[config.mk]
export PLATFORM = sky130hd
export DESIGN_NAME = nru_page_victim_scanner_core
export DESIGN_NICKNAME = d
export VERILOG_FILES = /design/src/nru_pvs_pkg.sv /design/src/nru_page_victim_scanner_core.sv
export SDC_FILE = /design/constraint.sdc
export NUM_CORES = 2
export LEC_CHECK = 0
export ABC_AREA = 1
export BUFFER_PORTS_ARGS = -buffer_cell sky130_fd_sc_hd__buf_2
export CAP_MARGIN = 20
export CORE_MARGIN = 2
export CORE_UTILIZATION = 50
export DETAILED_ROUTE_END_ITERATION = 12
export PLACE_DENSITY = 0.68
export SYNTH_ARGS = -nofsm -noshare
export SYNTH_HDL_FRONTEND = slang
export SYNTH_SLANG_ARGS = --single-unit
[constraint.sdc]
create_clock -name clk_i -period 37.8 [get_ports clk_i]
set_input_delay 5.67 -clock clk_i [delete_from_list [all_inputs] [get_ports clk_i]]
set_output_delay 5.67 -clock clk_i [all_outputs]
set_load 0.1 [all_outputs]
[src/nru_pvs_pkg.sv]
// Shared types and codes for the NRU page victim scanner.
// Depends on nothing; imported by nru_page_victim_scanner_core.
package nru_pvs_pkg;

  localparam int unsigned IDX_W   = 10;  // width of page index fields
  localparam int unsigned CLASS_W = 2;

  localparam logic [IDX_W-1:0] RESTART_RESET = 10'd512;
  localparam logic [IDX_W-1:0] POINTER_RESET = 10'd512;

  typedef enum logic [1:0] {
    MODE_INSTALL = 2'd0,
    MODE_REMOVE  = 2'd1,
    MODE_ACCESS  = 2'd2,
    MODE_SELECT  = 2'd3
  } mode_e;

  typedef enum logic [4:0] {
    ST_CLEAR = 5'b00001,
    ST_IDLE  = 5'b00010,
    ST_RMW   = 5'b00100,
    ST_SCAN  = 5'b01000,
    ST_DONE  = 5'b10000
  } state_e;

  typedef struct packed {
    logic present;
    logic accessed;
    logic dirty;
  } entry_t;

endpackage

[src/nru_page_victim_scanner_core.sv]
// NRU page victim scanner: page-state table, scan pointer and victim search.
// Depends on nru_pvs_pkg for types, codes and reset values.
// Holds a present/accessed/dirty entry per page in a single-port-write,
// one-read memory. Each input word installs, removes or touches a page, or
// asks for a victim by the not-recently-used rule; each gives one output
// word. After reset a clearing pass writes every entry, during which no word
// is taken (restart writes are taken always). Install and remove write the
// page and register their output word when accepted; record access reads,
// then modifies and writes back, then hands on its result. Select visits
// one page per cycle through the registered memory read port, at most
// NUM_PAGES pages. The input stalls until the result is handed to the
// output register, which holds it while the output side stalls.
module nru_page_victim_scanner_core #(
  parameter int unsigned NUM_PAGES = 1024
) (
  input  logic                          clk_i,
  input  logic                          rst_ni,
  // restart index write channel
  input  logic                          cfg_valid_i,
  output logic                          cfg_ready_o,
  input  logic [nru_pvs_pkg::IDX_W-1:0] cfg_data_i,
  // input words
  input  logic                          in_valid_i,
  output logic                          in_stall_o,
  input  logic [1:0]                    mode_i,
  input  logic [nru_pvs_pkg::IDX_W-1:0] page_index_i,
  input  logic                          set_accessed_i,
  input  logic                          set_dirty_i,
  // result words
  output logic                          out_valid_o,
  input  logic                          out_stall_i,
  output logic [nru_pvs_pkg::IDX_W-1:0] victim_index_o,
  output logic [nru_pvs_pkg::CLASS_W-1:0] victim_class_o,
  output logic                          victim_found_o
);
  import nru_pvs_pkg::*;

  // PW indexes the table; SW also holds the 10-bit pointer reset value,
  // which may lie beyond a small table.
  localparam int unsigned PW  = (NUM_PAGES > 1) ? $clog2(NUM_PAGES) : 1;
  localparam int unsigned SW  = (PW > IDX_W) ? PW : IDX_W;
  localparam int unsigned STW = $clog2(NUM_PAGES + 1);

  // page table memory
  entry_t mem [NUM_PAGES];
  logic            mem_we;
  logic [PW-1:0]   mem_wa;
  logic [PW-1:0]   mem_ra;
  entry_t          mem_wd;
  entry_t          rd_data_q;

  // bypass for a read of the entry written in the same cycle
  logic            fwd_q, fwd_d;
  entry_t          fwd_data_q;

  state_e          state_q, state_d;
  logic [PW-1:0]   clr_q, clr_d;
  logic [IDX_W-1:0] restart_q;
  logic [SW-1:0]   ptr_q, ptr_d;

  // held access operands
  logic [PW-1:0]   op_page_q, op_page_d;
  logic            op_acc_q, op_acc_d;
  logic            op_dirty_q, op_dirty_d;

  // scan pipeline: issue stage reads, eval stage compares and writes back
  logic [SW-1:0]   iss_page_q, iss_page_d;
  logic [PW-1:0]   ev_page_q, ev_page_d;
  logic            ev_vld_q, ev_vld_d;
  logic [2:0]      best_cls_q, best_cls_d;
  logic [PW-1:0]   best_page_q, best_page_d;
  logic [STW-1:0]  steps_q, steps_d;

  // pending result
  logic [IDX_W-1:0]   res_idx_q, res_idx_d;
  logic [CLASS_W-1:0] res_cls_q, res_cls_d;
  logic               res_found_q, res_found_d;

  // output register
  logic               out_valid_q, out_valid_d;
  logic [IDX_W-1:0]   out_idx_q, out_idx_d;
  logic [CLASS_W-1:0] out_cls_q, out_cls_d;
  logic               out_found_q, out_found_d;

  // combinational helpers
  logic            in_accept;
  logic            slot_free;
  logic [SW-1:0]   page_ext;
  logic            page_in_range;
  entry_t          ev_ent;
  logic [CLASS_W-1:0] ev_cls;
  logic            ev_take;
  logic [2:0]      nb_cls;
  logic [PW-1:0]   nb_page;
  logic [SW-1:0]   nb_page_ext;
  logic            scan_stop;

  function automatic logic [SW-1:0] next_page(input logic [SW-1:0] p,
                                              input logic [IDX_W-1:0] rst_idx);
    logic [SW:0] n;
    n = {1'b0, p} + (SW+1)'(1);
    if (32'(n) >= NUM_PAGES) begin
      if (32'(rst_idx) < NUM_PAGES) begin
        next_page = SW'(rst_idx);
      end else begin
        next_page = '0;
      end
    end else begin
      next_page = n[SW-1:0];
    end
  endfunction

  assign cfg_ready_o    = 1'b1;
  assign slot_free      = !out_valid_q || !out_stall_i;
  assign in_stall_o     = (state_q != ST_IDLE) || !slot_free;
  assign in_accept      = in_valid_i && !in_stall_o;
  assign page_ext       = SW'(page_index_i);
  assign page_in_range  = 32'(page_index_i) < NUM_PAGES;

  assign out_valid_o    = out_valid_q;
  assign victim_index_o = out_idx_q;
  assign victim_class_o = out_cls_q;
  assign victim_found_o = out_found_q;

  // eval stage: pick the first page of lowest class
  assign ev_ent      = fwd_q ? fwd_data_q : rd_data_q;
  assign ev_cls      = {ev_ent.accessed, ev_ent.dirty};
  assign ev_take     = ev_ent.present && ({1'b0, ev_cls} < best_cls_q);
  assign nb_cls      = ev_take ? {1'b0, ev_cls} : best_cls_q;
  assign nb_page     = ev_take ? ev_page_q : best_page_q;
  assign nb_page_ext = SW'(nb_page);
  assign steps_d     = (state_q == ST_SCAN && ev_vld_q) ? steps_q + STW'(1) : steps_q;
  assign scan_stop   = (SW'(ev_page_q) == ptr_q) || (nb_cls == 3'd0) ||
                       (32'(steps_d) == NUM_PAGES);

  always_comb begin
    state_d     = state_q;
    clr_d       = clr_q;
    ptr_d       = ptr_q;
    op_page_d   = op_page_q;
    op_acc_d    = op_acc_q;
    op_dirty_d  = op_dirty_q;
    iss_page_d  = iss_page_q;
    ev_page_d   = ev_page_q;
    ev_vld_d    = 1'b0;
    best_cls_d  = best_cls_q;
    best_page_d = best_page_q;
    res_idx_d   = res_idx_q;
    res_cls_d   = res_cls_q;
    res_found_d = res_found_q;
    out_valid_d = out_valid_q && out_stall_i;
    out_idx_d   = out_idx_q;
    out_cls_d   = out_cls_q;
    out_found_d = out_found_q;
    mem_we      = 1'b0;
    mem_wa      = '0;
    mem_wd      = '0;
    mem_ra      = iss_page_q[PW-1:0];

    case (state_q)
      ST_CLEAR: begin
        mem_we = 1'b1;
        mem_wa = clr_q;
        clr_d  = clr_q + PW'(1);
        if (32'(clr_q) == NUM_PAGES - 1) begin
          state_d = ST_IDLE;
        end
      end

      ST_IDLE: begin
        mem_ra = page_ext[PW-1:0];
        if (in_accept) begin
          case (mode_e'(mode_i))
            MODE_INSTALL, MODE_REMOVE: begin
              mem_we = page_in_range;
              mem_wa = page_ext[PW-1:0];
              mem_wd = (mode_e'(mode_i) == MODE_INSTALL) ?
                       entry_t'{present: 1'b1, accessed: set_accessed_i,
                                dirty: set_dirty_i} : entry_t'('0);
              out_valid_d = 1'b1;
              out_idx_d   = ptr_q[IDX_W-1:0];
              out_cls_d   = '0;
              out_found_d = 1'b0;
            end
            MODE_ACCESS: begin
              if (page_in_range) begin
                // read now, merge and write back next cycle
                op_page_d  = page_ext[PW-1:0];
                op_acc_d   = set_accessed_i;
                op_dirty_d = set_dirty_i;
                state_d    = ST_RMW;
              end else begin
                out_valid_d = 1'b1;
                out_idx_d   = ptr_q[IDX_W-1:0];
                out_cls_d   = '0;
                out_found_d = 1'b0;
              end
            end
            default: begin
              // select: scan from the page after the pointer
              iss_page_d  = next_page(ptr_q, restart_q);
              best_cls_d  = 3'd4;
              best_page_d = ptr_q[PW-1:0];
              state_d     = ST_SCAN;
            end
          endcase
        end
      end

      ST_RMW: begin
        mem_we      = 1'b1;
        mem_wa      = op_page_q;
        mem_wd      = entry_t'{present: rd_data_q.present,
                               accessed: rd_data_q.accessed | op_acc_q,
                               dirty: rd_data_q.dirty | op_dirty_q};
        res_idx_d   = ptr_q[IDX_W-1:0];
        res_cls_d   = '0;
        res_found_d = 1'b0;
        state_d     = ST_DONE;
      end

      ST_SCAN: begin
        // issue the next read every cycle; a read past the stop is dropped
        iss_page_d = next_page(iss_page_q, restart_q);
        ev_page_d  = iss_page_q[PW-1:0];
        ev_vld_d   = 1'b1;
        if (ev_vld_q) begin
          if (ev_ent.present) begin
            // clear the accessed bit of every present page visited
            mem_we = 1'b1;
            mem_wa = ev_page_q;
            mem_wd = entry_t'{present: 1'b1, accessed: 1'b0, dirty: ev_ent.dirty};
          end
          best_cls_d  = nb_cls;
          best_page_d = nb_page;
          if (scan_stop) begin
            ev_vld_d = 1'b0;
            state_d  = ST_DONE;
            if (!nb_cls[2]) begin
              ptr_d       = nb_page_ext;
              res_idx_d   = nb_page_ext[IDX_W-1:0];
              res_cls_d   = nb_cls[CLASS_W-1:0];
              res_found_d = 1'b1;
            end else begin
              res_idx_d   = ptr_q[IDX_W-1:0];
              res_cls_d   = '0;
              res_found_d = 1'b0;
            end
          end
        end
      end

      ST_DONE: begin
        if (slot_free) begin
          out_valid_d = 1'b1;
          out_idx_d   = res_idx_q;
          out_cls_d   = res_cls_q;
          out_found_d = res_found_q;
          state_d     = ST_IDLE;
        end
      end

      default: begin
        state_d = ST_IDLE;
      end
    endcase
  end

  assign fwd_d = mem_we && (mem_wa == mem_ra);

  // page table: one write and one registered read per cycle
  always_ff @(posedge clk_i) begin
    if (mem_we) begin
      mem[mem_wa] <= mem_wd;
    end
    rd_data_q  <= mem[mem_ra];
    fwd_data_q <= mem_wd;
  end

  always_ff @(posedge clk_i or negedge rst_ni) begin
    if (!rst_ni) begin
      state_q     <= ST_CLEAR;
      clr_q       <= '0;
      restart_q   <= RESTART_RESET;
      ptr_q       <= SW'(POINTER_RESET);
      ev_vld_q    <= 1'b0;
      fwd_q       <= 1'b0;
      out_valid_q <= 1'b0;
    end else begin
      state_q     <= state_d;
      clr_q       <= clr_d;
      ptr_q       <= ptr_d;
      ev_vld_q    <= ev_vld_d;
      fwd_q       <= fwd_d;
      out_valid_q <= out_valid_d;
      if (cfg_valid_i && cfg_ready_o) begin
        restart_q <= cfg_data_i;
      end
    end
  end

  // payload registers
  always_ff @(posedge clk_i) begin
    op_page_q   <= op_page_d;
    op_acc_q    <= op_acc_d;
    op_dirty_q  <= op_dirty_d;
    iss_page_q  <= iss_page_d;
    ev_page_q   <= ev_page_d;
    best_cls_q  <= best_cls_d;
    best_page_q <= best_page_d;
    steps_q     <= (state_q == ST_IDLE) ? '0 : steps_d;
    res_idx_q   <= res_idx_d;
    res_cls_q   <= res_cls_d;
    res_found_q <= res_found_d;
    out_idx_q   <= out_idx_d;
    out_cls_q   <= out_cls_d;
    out_found_q <= out_found_d;
  end

endmodule
---- Word-level counts from Yosys, hierarchy flattened ----
Memories as Yosys holds them, arrays and structs flattened. A register that Yosys moved wholly into a read port is not among the register bits.
Cells that the tools add are included.
word-level totals
  word-level logic and storage cells ...... 156
  register bits after elaboration ......... 123
  memories ................................ 1
  bits in writable memories ............... 3072
  input bits .............................. 29
  memory bits (read-only) ................. 0
  bits in latches ......................... 0
  output and inout bits ................... 16
cells by class
  equality and inequality tests ........... 20
  $lt $le $gt $ge ......................... 3
  shifts and indexed selects .............. 0
  mux-type cells .......................... 74
  div/mod/pow operators ................... 0
  bitwise operators ....................... 2
  multipliers ............................. 0
  reduce and logical (&&, ||, !) cells .... 28
  add/sub/neg operators ................... 4
memory list
  memory  depth  bits a word  read ports  clocked after memory_dff  wr ports  line                                RTL
  mem     1024   3            1           1                         1         nru_page_victim_scanner_core.sv:45  entry_t mem [NUM_PAGES];
operators by type and width
  cell                   number
  $mux 10                19
  $pmux 10 s2            4
  $pmux 10 s4            1
  $mux 3                 10
  $mux 5                 5
  $pmux 5 s5             1
  $add 10x1->11 const B  2
  $ge 11x11->1 const B   2
  $eq 10x10->1           2
  $mux 1                 18
  $ne 2x2->1 const B     7
  $mux 2                 6
  $reduce_and 3->1       4
  $add 11x1->11 const B  1
  $eq 11x11->1 const B   1
  $mux 11                1
  $add 10x1->10 const B  1
  $eq 10x10->1 const B   1
  $pmux 5 s2             1
  $pmux 3 s3             1
  $pmux 2 s2             2
  $reduce_and 4->1       2
  $pmux 1 s2             3
  $pmux 3 s2             1
  21 further kinds       35

---- Logic depth before layout (Yosys ltp) ----
  depth after elaboration ................. 10
  depth in mapped cells ................... 20
  gate-level depth less buffers ........... 17

---- Least setup slack after synthesis ----
No wires, ideal clock.
  path kind ............................... input to register
  start point ............................. input out_stall_i
  end point ............................... memory mem[0][2] in the netlist's numbering (data pin)
  stages .................................. 6
  required time ........................... 31.922 ns
  arrival time ............................ 34.601 ns
  path buffers ............................ 1
  library setup time ...................... 5.878 ns
  setup slack ............................. -2.680 ns
  path through ............................ nand2_1 > nand3_2 > nor2_2 > inv_2 > buf_4 > o221ai_1
RTL lines
  item                line                                RTL
  start: declaration  nru_page_victim_scanner_core.sv:31  input logic out_stall_i,
  end: declaration    nru_page_victim_scanner_core.sv:45

---- Final worst setup path ----
  start point ............................. input out_stall_i
  end point ............................... output in_stall_o
on the way
  cells in the longest elaborated chain, start to end .. 4
ends and longest elaborated chain
  item              line                                 RTL
  $logic_not 1->1   nru_page_victim_scanner_core.sv:114  assign slot_free = !out_valid_q || !out_stall_i;
  $logic_or 1x1->1  nru_page_victim_scanner_core.sv:114
  $logic_not 1->1   nru_page_victim_scanner_core.sv:115  assign in_stall_o = (state_q != ST_IDLE) || !slot_free;
  $logic_or 1x1->1  nru_page_victim_scanner_core.sv:115
  end: declaration  nru_page_victim_scanner_core.sv:24   output logic in_stall_o,
Every way passes these cells.

==> impl_metrics.prom <==
# TYPE chip_impl_metric gauge
chip_impl_info{name="layout_commonest_cell",value="sky130_fd_sc_hd__nand2_1"} 1
chip_impl_info{name="min-delay-path-class",value="reg -> reg"} 1
chip_impl_metric{name="grt_pass1_wl",unit="um"} 559000
chip_impl_metric{name="finalClockSkew",unit="ns"} 0.0561
chip_impl_metric{name="routabilityCongestion",unit=""} 0.844
chip_impl_metric{name="synth.distinct_cells",unit=""} 46
chip_impl_metric{name="post_layout_nonfiller_instances",unit=""} 17136
chip_impl_metric{name="dp_cells",unit=""} 16537
chip_impl_metric{name="fin_crit_sh",unit="%"} 32.1
chip_impl_metric{name="num_io_pins",unit=""} 45
chip_impl_metric{name="initial_core_util",unit="%"} 50.2
chip_impl_metric{name="die_y",unit="um"} 531
chip_impl_metric{name="synth_enable_flop_cells",unit=""} 3143
chip_impl_metric{name="floorplan_die_area",unit="um^2"} 282000
chip_impl_info{name="tritoncts",value="done"} 1
chip_impl_metric{name="netlist_instances",unit=""} 13499
chip_impl_metric{name="hpwl",unit="um"} 200000
chip_impl_metric{name="worstPathRequired",unit="ns"} 32.13
chip_impl_metric{name="dr_vias_cell",unit=""} 5.58
chip_impl_metric{name="io_buffer_count",unit=""} 43
chip_impl_metric{name="cts_hold_buffers",unit=""} 0
chip_impl_metric{name="cap_violations",unit=""} 0
chip_impl_metric{name="synth_fp_nets",unit=""} 13533
chip_impl_metric{name="syn_area",unit="um^2"} 139000
chip_impl_metric{name="initialDrtViolationCount",unit=""} 11998
chip_impl_metric{name="fin_util",unit="%"} 54.9
chip_impl_metric{name="share_of_flip_flops_with_an_asynchronous_set_or_reset",unit="%"} 1.19
chip_impl_info{name="clk_root_buffer_cell",value="sky130_fd_sc_hd__clkbuf_16"} 1
chip_impl_metric{name="post_cts_buffers",unit=""} 0
chip_impl_metric{name="worst-slew-pin-transition",unit="ns"} 1.32
chip_impl_metric{name="antenna_left",unit=""} 0
chip_impl_info{name="setup_repair_after_global_routing_missed_its_margin",value="false"} 1
chip_impl_info{name="most-common-layout-cells",value="sky130_fd_sc_hd__nand2_1 (4682), sky130_fd_sc_hd__edfxtp_1 (3143), sky130_fd_sc_hd__nand3_1 (2154)"} 1
chip_impl_metric{name="postCtsResizedCells",unit=""} 0
chip_impl_metric{name="slew_headroom",unit="%"} 11.8
chip_impl_metric{name="post-route-drc-count",unit=""} 0
chip_impl_metric{name="route.vias.total",unit=""} 95556
chip_impl_metric{name="fmax",unit="GHz"} 0.0825
chip_impl_metric{name="finalHoldViolations",unit=""} 0
chip_impl_metric{name="area_delta_synth_final",unit="%"} 9.34
chip_impl_metric{name="yosys_warnings",unit=""} 0
chip_impl_metric{name="via_count_of_the_first_global_routing_pass",unit=""} 91043
chip_impl_metric{name="clock_net_sink_count",unit=""} 3198
chip_impl_metric{name="drtPass1Iterations",unit=""} 9
chip_impl_metric{name="overflow",unit=""} 0
chip_impl_metric{name="postSynthRegisterBits",unit=""} 3198
chip_impl_info{name="critical_path.endpoint_type",value="output pin"} 1
chip_impl_metric{name="cts_made_buffers",unit=""} 332
chip_impl_info{name="synth_flop_cell",value="sky130_fd_sc_hd__edfxtp_1"} 1
chip_impl_metric{name="maximum_number_of_buffers_from_clock_root_to_sink",unit=""} 4
chip_impl_metric{name="grtUsageTotal",unit="%"} 26.3
chip_impl_metric{name="fp.dieW",unit="um"} 531
chip_impl_metric{name="critical_path_arrival",unit="ns"} 6.45
chip_impl_info{name="critical_path.startpoint_type",value="input port"} 1
chip_impl_metric{name="floorplan.core_area",unit="um^2"} 276000
chip_impl_metric{name="layout.nets",unit=""} 13208
chip_impl_metric{name="row_count",unit=""} 193
chip_impl_metric{name="power_leakage",unit="nW"} 58.1
chip_impl_metric{name="ys_seq_area_share",unit="%"} 69.0
chip_impl_metric{name="grt_antenna_before_repair",unit=""} 12
chip_impl_metric{name="detail_route.wirelength",unit="um"} 374000
chip_impl_info{name="status",value="completed"} 1
chip_impl_metric{name="cp_max_fo",unit=""} 4
chip_impl_metric{name="drive_above_1_share",unit="%"} 5.67
chip_impl_info{name="timing_worst_setup_path_type",value="in -> out"} 1
chip_impl_metric{name="post_drt_wl_per_cell",unit="um"} 21.9
chip_impl_metric{name="insertion_delay",unit="ns"} 0.91
chip_impl_metric{name="ir_drop",unit="mV"} 0.139
chip_impl_metric{name="grt_max_degree",unit=""} 227
chip_impl_metric{name="finalSetupViolCount",unit=""} 0
chip_impl_metric{name="final.setup.tns",unit="ns"} 0
chip_impl_metric{name="clock_tree.htree_level_count",unit=""} 5
chip_impl_metric{name="synth.avg_cell_area",unit="um^2"} 10.3
chip_impl_metric{name="timing.final.crit_period",unit="ns"} 12.12
chip_impl_metric{name="clk_pin_slew_worst_paths",unit="ns"} 0.06
chip_impl_metric{name="final-max-slew-violation-count",unit=""} 0
chip_impl_metric{name="power.density",unit="nW/um^2"} 81.8
==> per-stage QoR <==
stage | hold WS, ns | setup slack [ns] | total power (W) | cell area (um^2)
after global routing | 0.521 | 25.60 | 0.0130 | 152000
after detailed placement | 0.484 | 25.59 | 0.00928 | 142000
after global placement | 0.486 | 25.68 | 0.00926 | 142000
final | 0.508 | 25.68 | 0.0124 | 152000
after floorplan | 0.464 | 4.66 | 0.00795 | 139000
after CTS | 0.496 | 25.69 | 0.0123 | 152000
==> flip-flops by register name, indices dropped and copies added, names as in the netlist, 3 cells and up <==
name            flops
best_page_q        10
res_idx_q          10
restart_q          10
rd_data_q           3
best_cls_q          3
steps_q            11
iss_page_q         10
state_q             5
op_page_q          10
ev_page_q          10
clr_q              10
fwd_data_q          3
mem              3072
victim_index_o     10
ptr_q              10
==> final cells by class <==
type | count | area, um^2
flip-flops and latches | 3198 | 95700
repair buffers | 233 | 1850
diodes | 5 | 12.5
fillers | 23577 | 125000
well taps | 3705 | 4640
clock buffers | 403 | 8760
clock inverters | 183 | 1320
inverters | 983 | 3710
multi-input cells | 8426 | 35700
==> final timing paths <==
| kind | from | slack [ns] | endpoint | depth (start not counted) |
|---|---|---|---|---|
| min | clr_q[4] | 0.51 | clr_q[4] | 1 |
| max in group asynchronous | rst_ni | 32.19 | restart_q[6] | 1 |
| max | out_stall_i | 25.68 | in_stall_o | 4 |
| min in group asynchronous | rst_ni | 4.96 | state_q[2] | 1 |
| min reg2reg | clr_q[4] | 0.51 | clr_q[4] | 1 |
| max reg2reg | state_q[0] | 30.19 | rd_data_q[2] | 22 |
==> synthesized netlist by cell type (2+ instances only) <==
| cell | instances | share of area, % |
|---|---|---|
| sky130_fd_sc_hd__nor2_1 | 1118 | 3.0 |
| sky130_fd_sc_hd__o21ai_2 | 3 | 0.019 |
| sky130_fd_sc_hd__nand4_1 | 10 | 0.045 |
| sky130_fd_sc_hd__dfrtp_1 | 35 | 0.63 |
| sky130_fd_sc_hd__buf_6 | 4 | 0.032 |
| sky130_fd_sc_hd__xor2_1 | 21 | 0.13 |
| sky130_fd_sc_hd__inv_1 | 973 | 2.6 |
| sky130_fd_sc_hd__nand3_2 | 3 | 0.022 |
| sky130_fd_sc_hd__o221ai_1 | 2 | 0.013 |
| sky130_fd_sc_hd__mux2_2 | 2 | 0.016 |
| sky130_fd_sc_hd__nor2_2 | 4 | 0.018 |
| sky130_fd_sc_hd__a31oi_1 | 8 | 0.036 |
| sky130_fd_sc_hd__edfxtp_1 | 3143 | 68 |
| sky130_fd_sc_hd__o2111ai_1 | 2 | 0.013 |
| sky130_fd_sc_hd__inv_2 | 8 | 0.022 |
| sky130_fd_sc_hd__mux2i_1 | 2 | 0.014 |
| sky130_fd_sc_hd__o22ai_1 | 8 | 0.036 |
| sky130_fd_sc_hd__ha_1 | 5 | 0.045 |
| sky130_fd_sc_hd__nor3_1 | 19 | 0.069 |
| sky130_fd_sc_hd__a21oi_1 | 10 | 0.036 |
| sky130_fd_sc_hd__nand3_1 | 2155 | 7.8 |
| sky130_fd_sc_hd__o21ai_1 | 17 | 0.061 |
| sky130_fd_sc_hd__dfxtp_1 | 17 | 0.25 |
| sky130_fd_sc_hd__buf_2 | 449 | 1.6 |
| sky130_fd_sc_hd__a221oi_1 | 4 | 0.025 |
| sky130_fd_sc_hd__xnor2_1 | 12 | 0.076 |
| sky130_fd_sc_hd__o21ai_0 | 227 | 0.82 |
| sky130_fd_sc_hd__dfstp_2 | 3 | 0.057 |
| sky130_fd_sc_hd__buf_1 | 63 | 0.17 |
| sky130_fd_sc_hd__o21a_1 | 4 | 0.022 |
| sky130_fd_sc_hd__clkinv_1 | 2 | 0.0054 |
| sky130_fd_sc_hd__buf_4 | 24 | 0.13 |
| sky130_fd_sc_hd__nand3b_1 | 2 | 0.011 |
| sky130_fd_sc_hd__nand2_1 | 4718 | 13 |
| sky130_fd_sc_hd__nor3_2 | 5 | 0.036 |
| sky130_fd_sc_hd__clkbuf_1 | 352 | 0.95 |
| sky130_fd_sc_hd__o211ai_1 | 56 | 0.30 |
==> layer usage <==
| layer | GRT usage [%] | vias up | wire length (um) |
|---|---|---|---|
| met5 | 0 | - | 13 |
| met4 | 9.55 | 2 | 13500 |
| met1 | 35.5 | 45849 | 148000 |
| met2 | 42.9 | 4640 | 176000 |
| li1 | - | 44358 | - |
| met3 | 4.38 | 707 | 37100 |
==> where the power goes <==
group	total, W	internal (W)	switching, W	leakage [nW]
combinational	0.00523	0.00136	0.00387	23.5
sequential	0.00410	0.00405	0.0000428	29.6
clock	0.00309	0.00174	0.00134	4.94
total	0.0124	0.00715	0.00526	58.1
==> kinds of logic (layout without fill, tap and decap cells) <==
| family | Yosys count | count (layout) | share of synthesized area (%) |
|---|---|---|---|
| compound gates | 345 | 345 | 1.41 |
| xor+xnor | 33 | 33 | 0.208 |
| fa+ha+maj | 5 | 5 | 0.0451 |
| buf+inv | 1875 | 1802 | 5.56 |
| flops | 3198 | 3198 | 69.0 |
| mux | 4 | 4 | 0.0307 |
| other cells | 1 | 6 | 0.00270 |
| simple gates | 8038 | 8038 | 23.8 |
==> critical path, cell delays in order <==
cell and delay (ns):
sky130_fd_sc_hd__buf_2 0.09, sky130_fd_sc_hd__nand2_1 0.10, sky130_fd_sc_hd__nand2_1 0.14, sky130_fd_sc_hd__buf_2 0.44
Power figures use the tool's default switching activity.
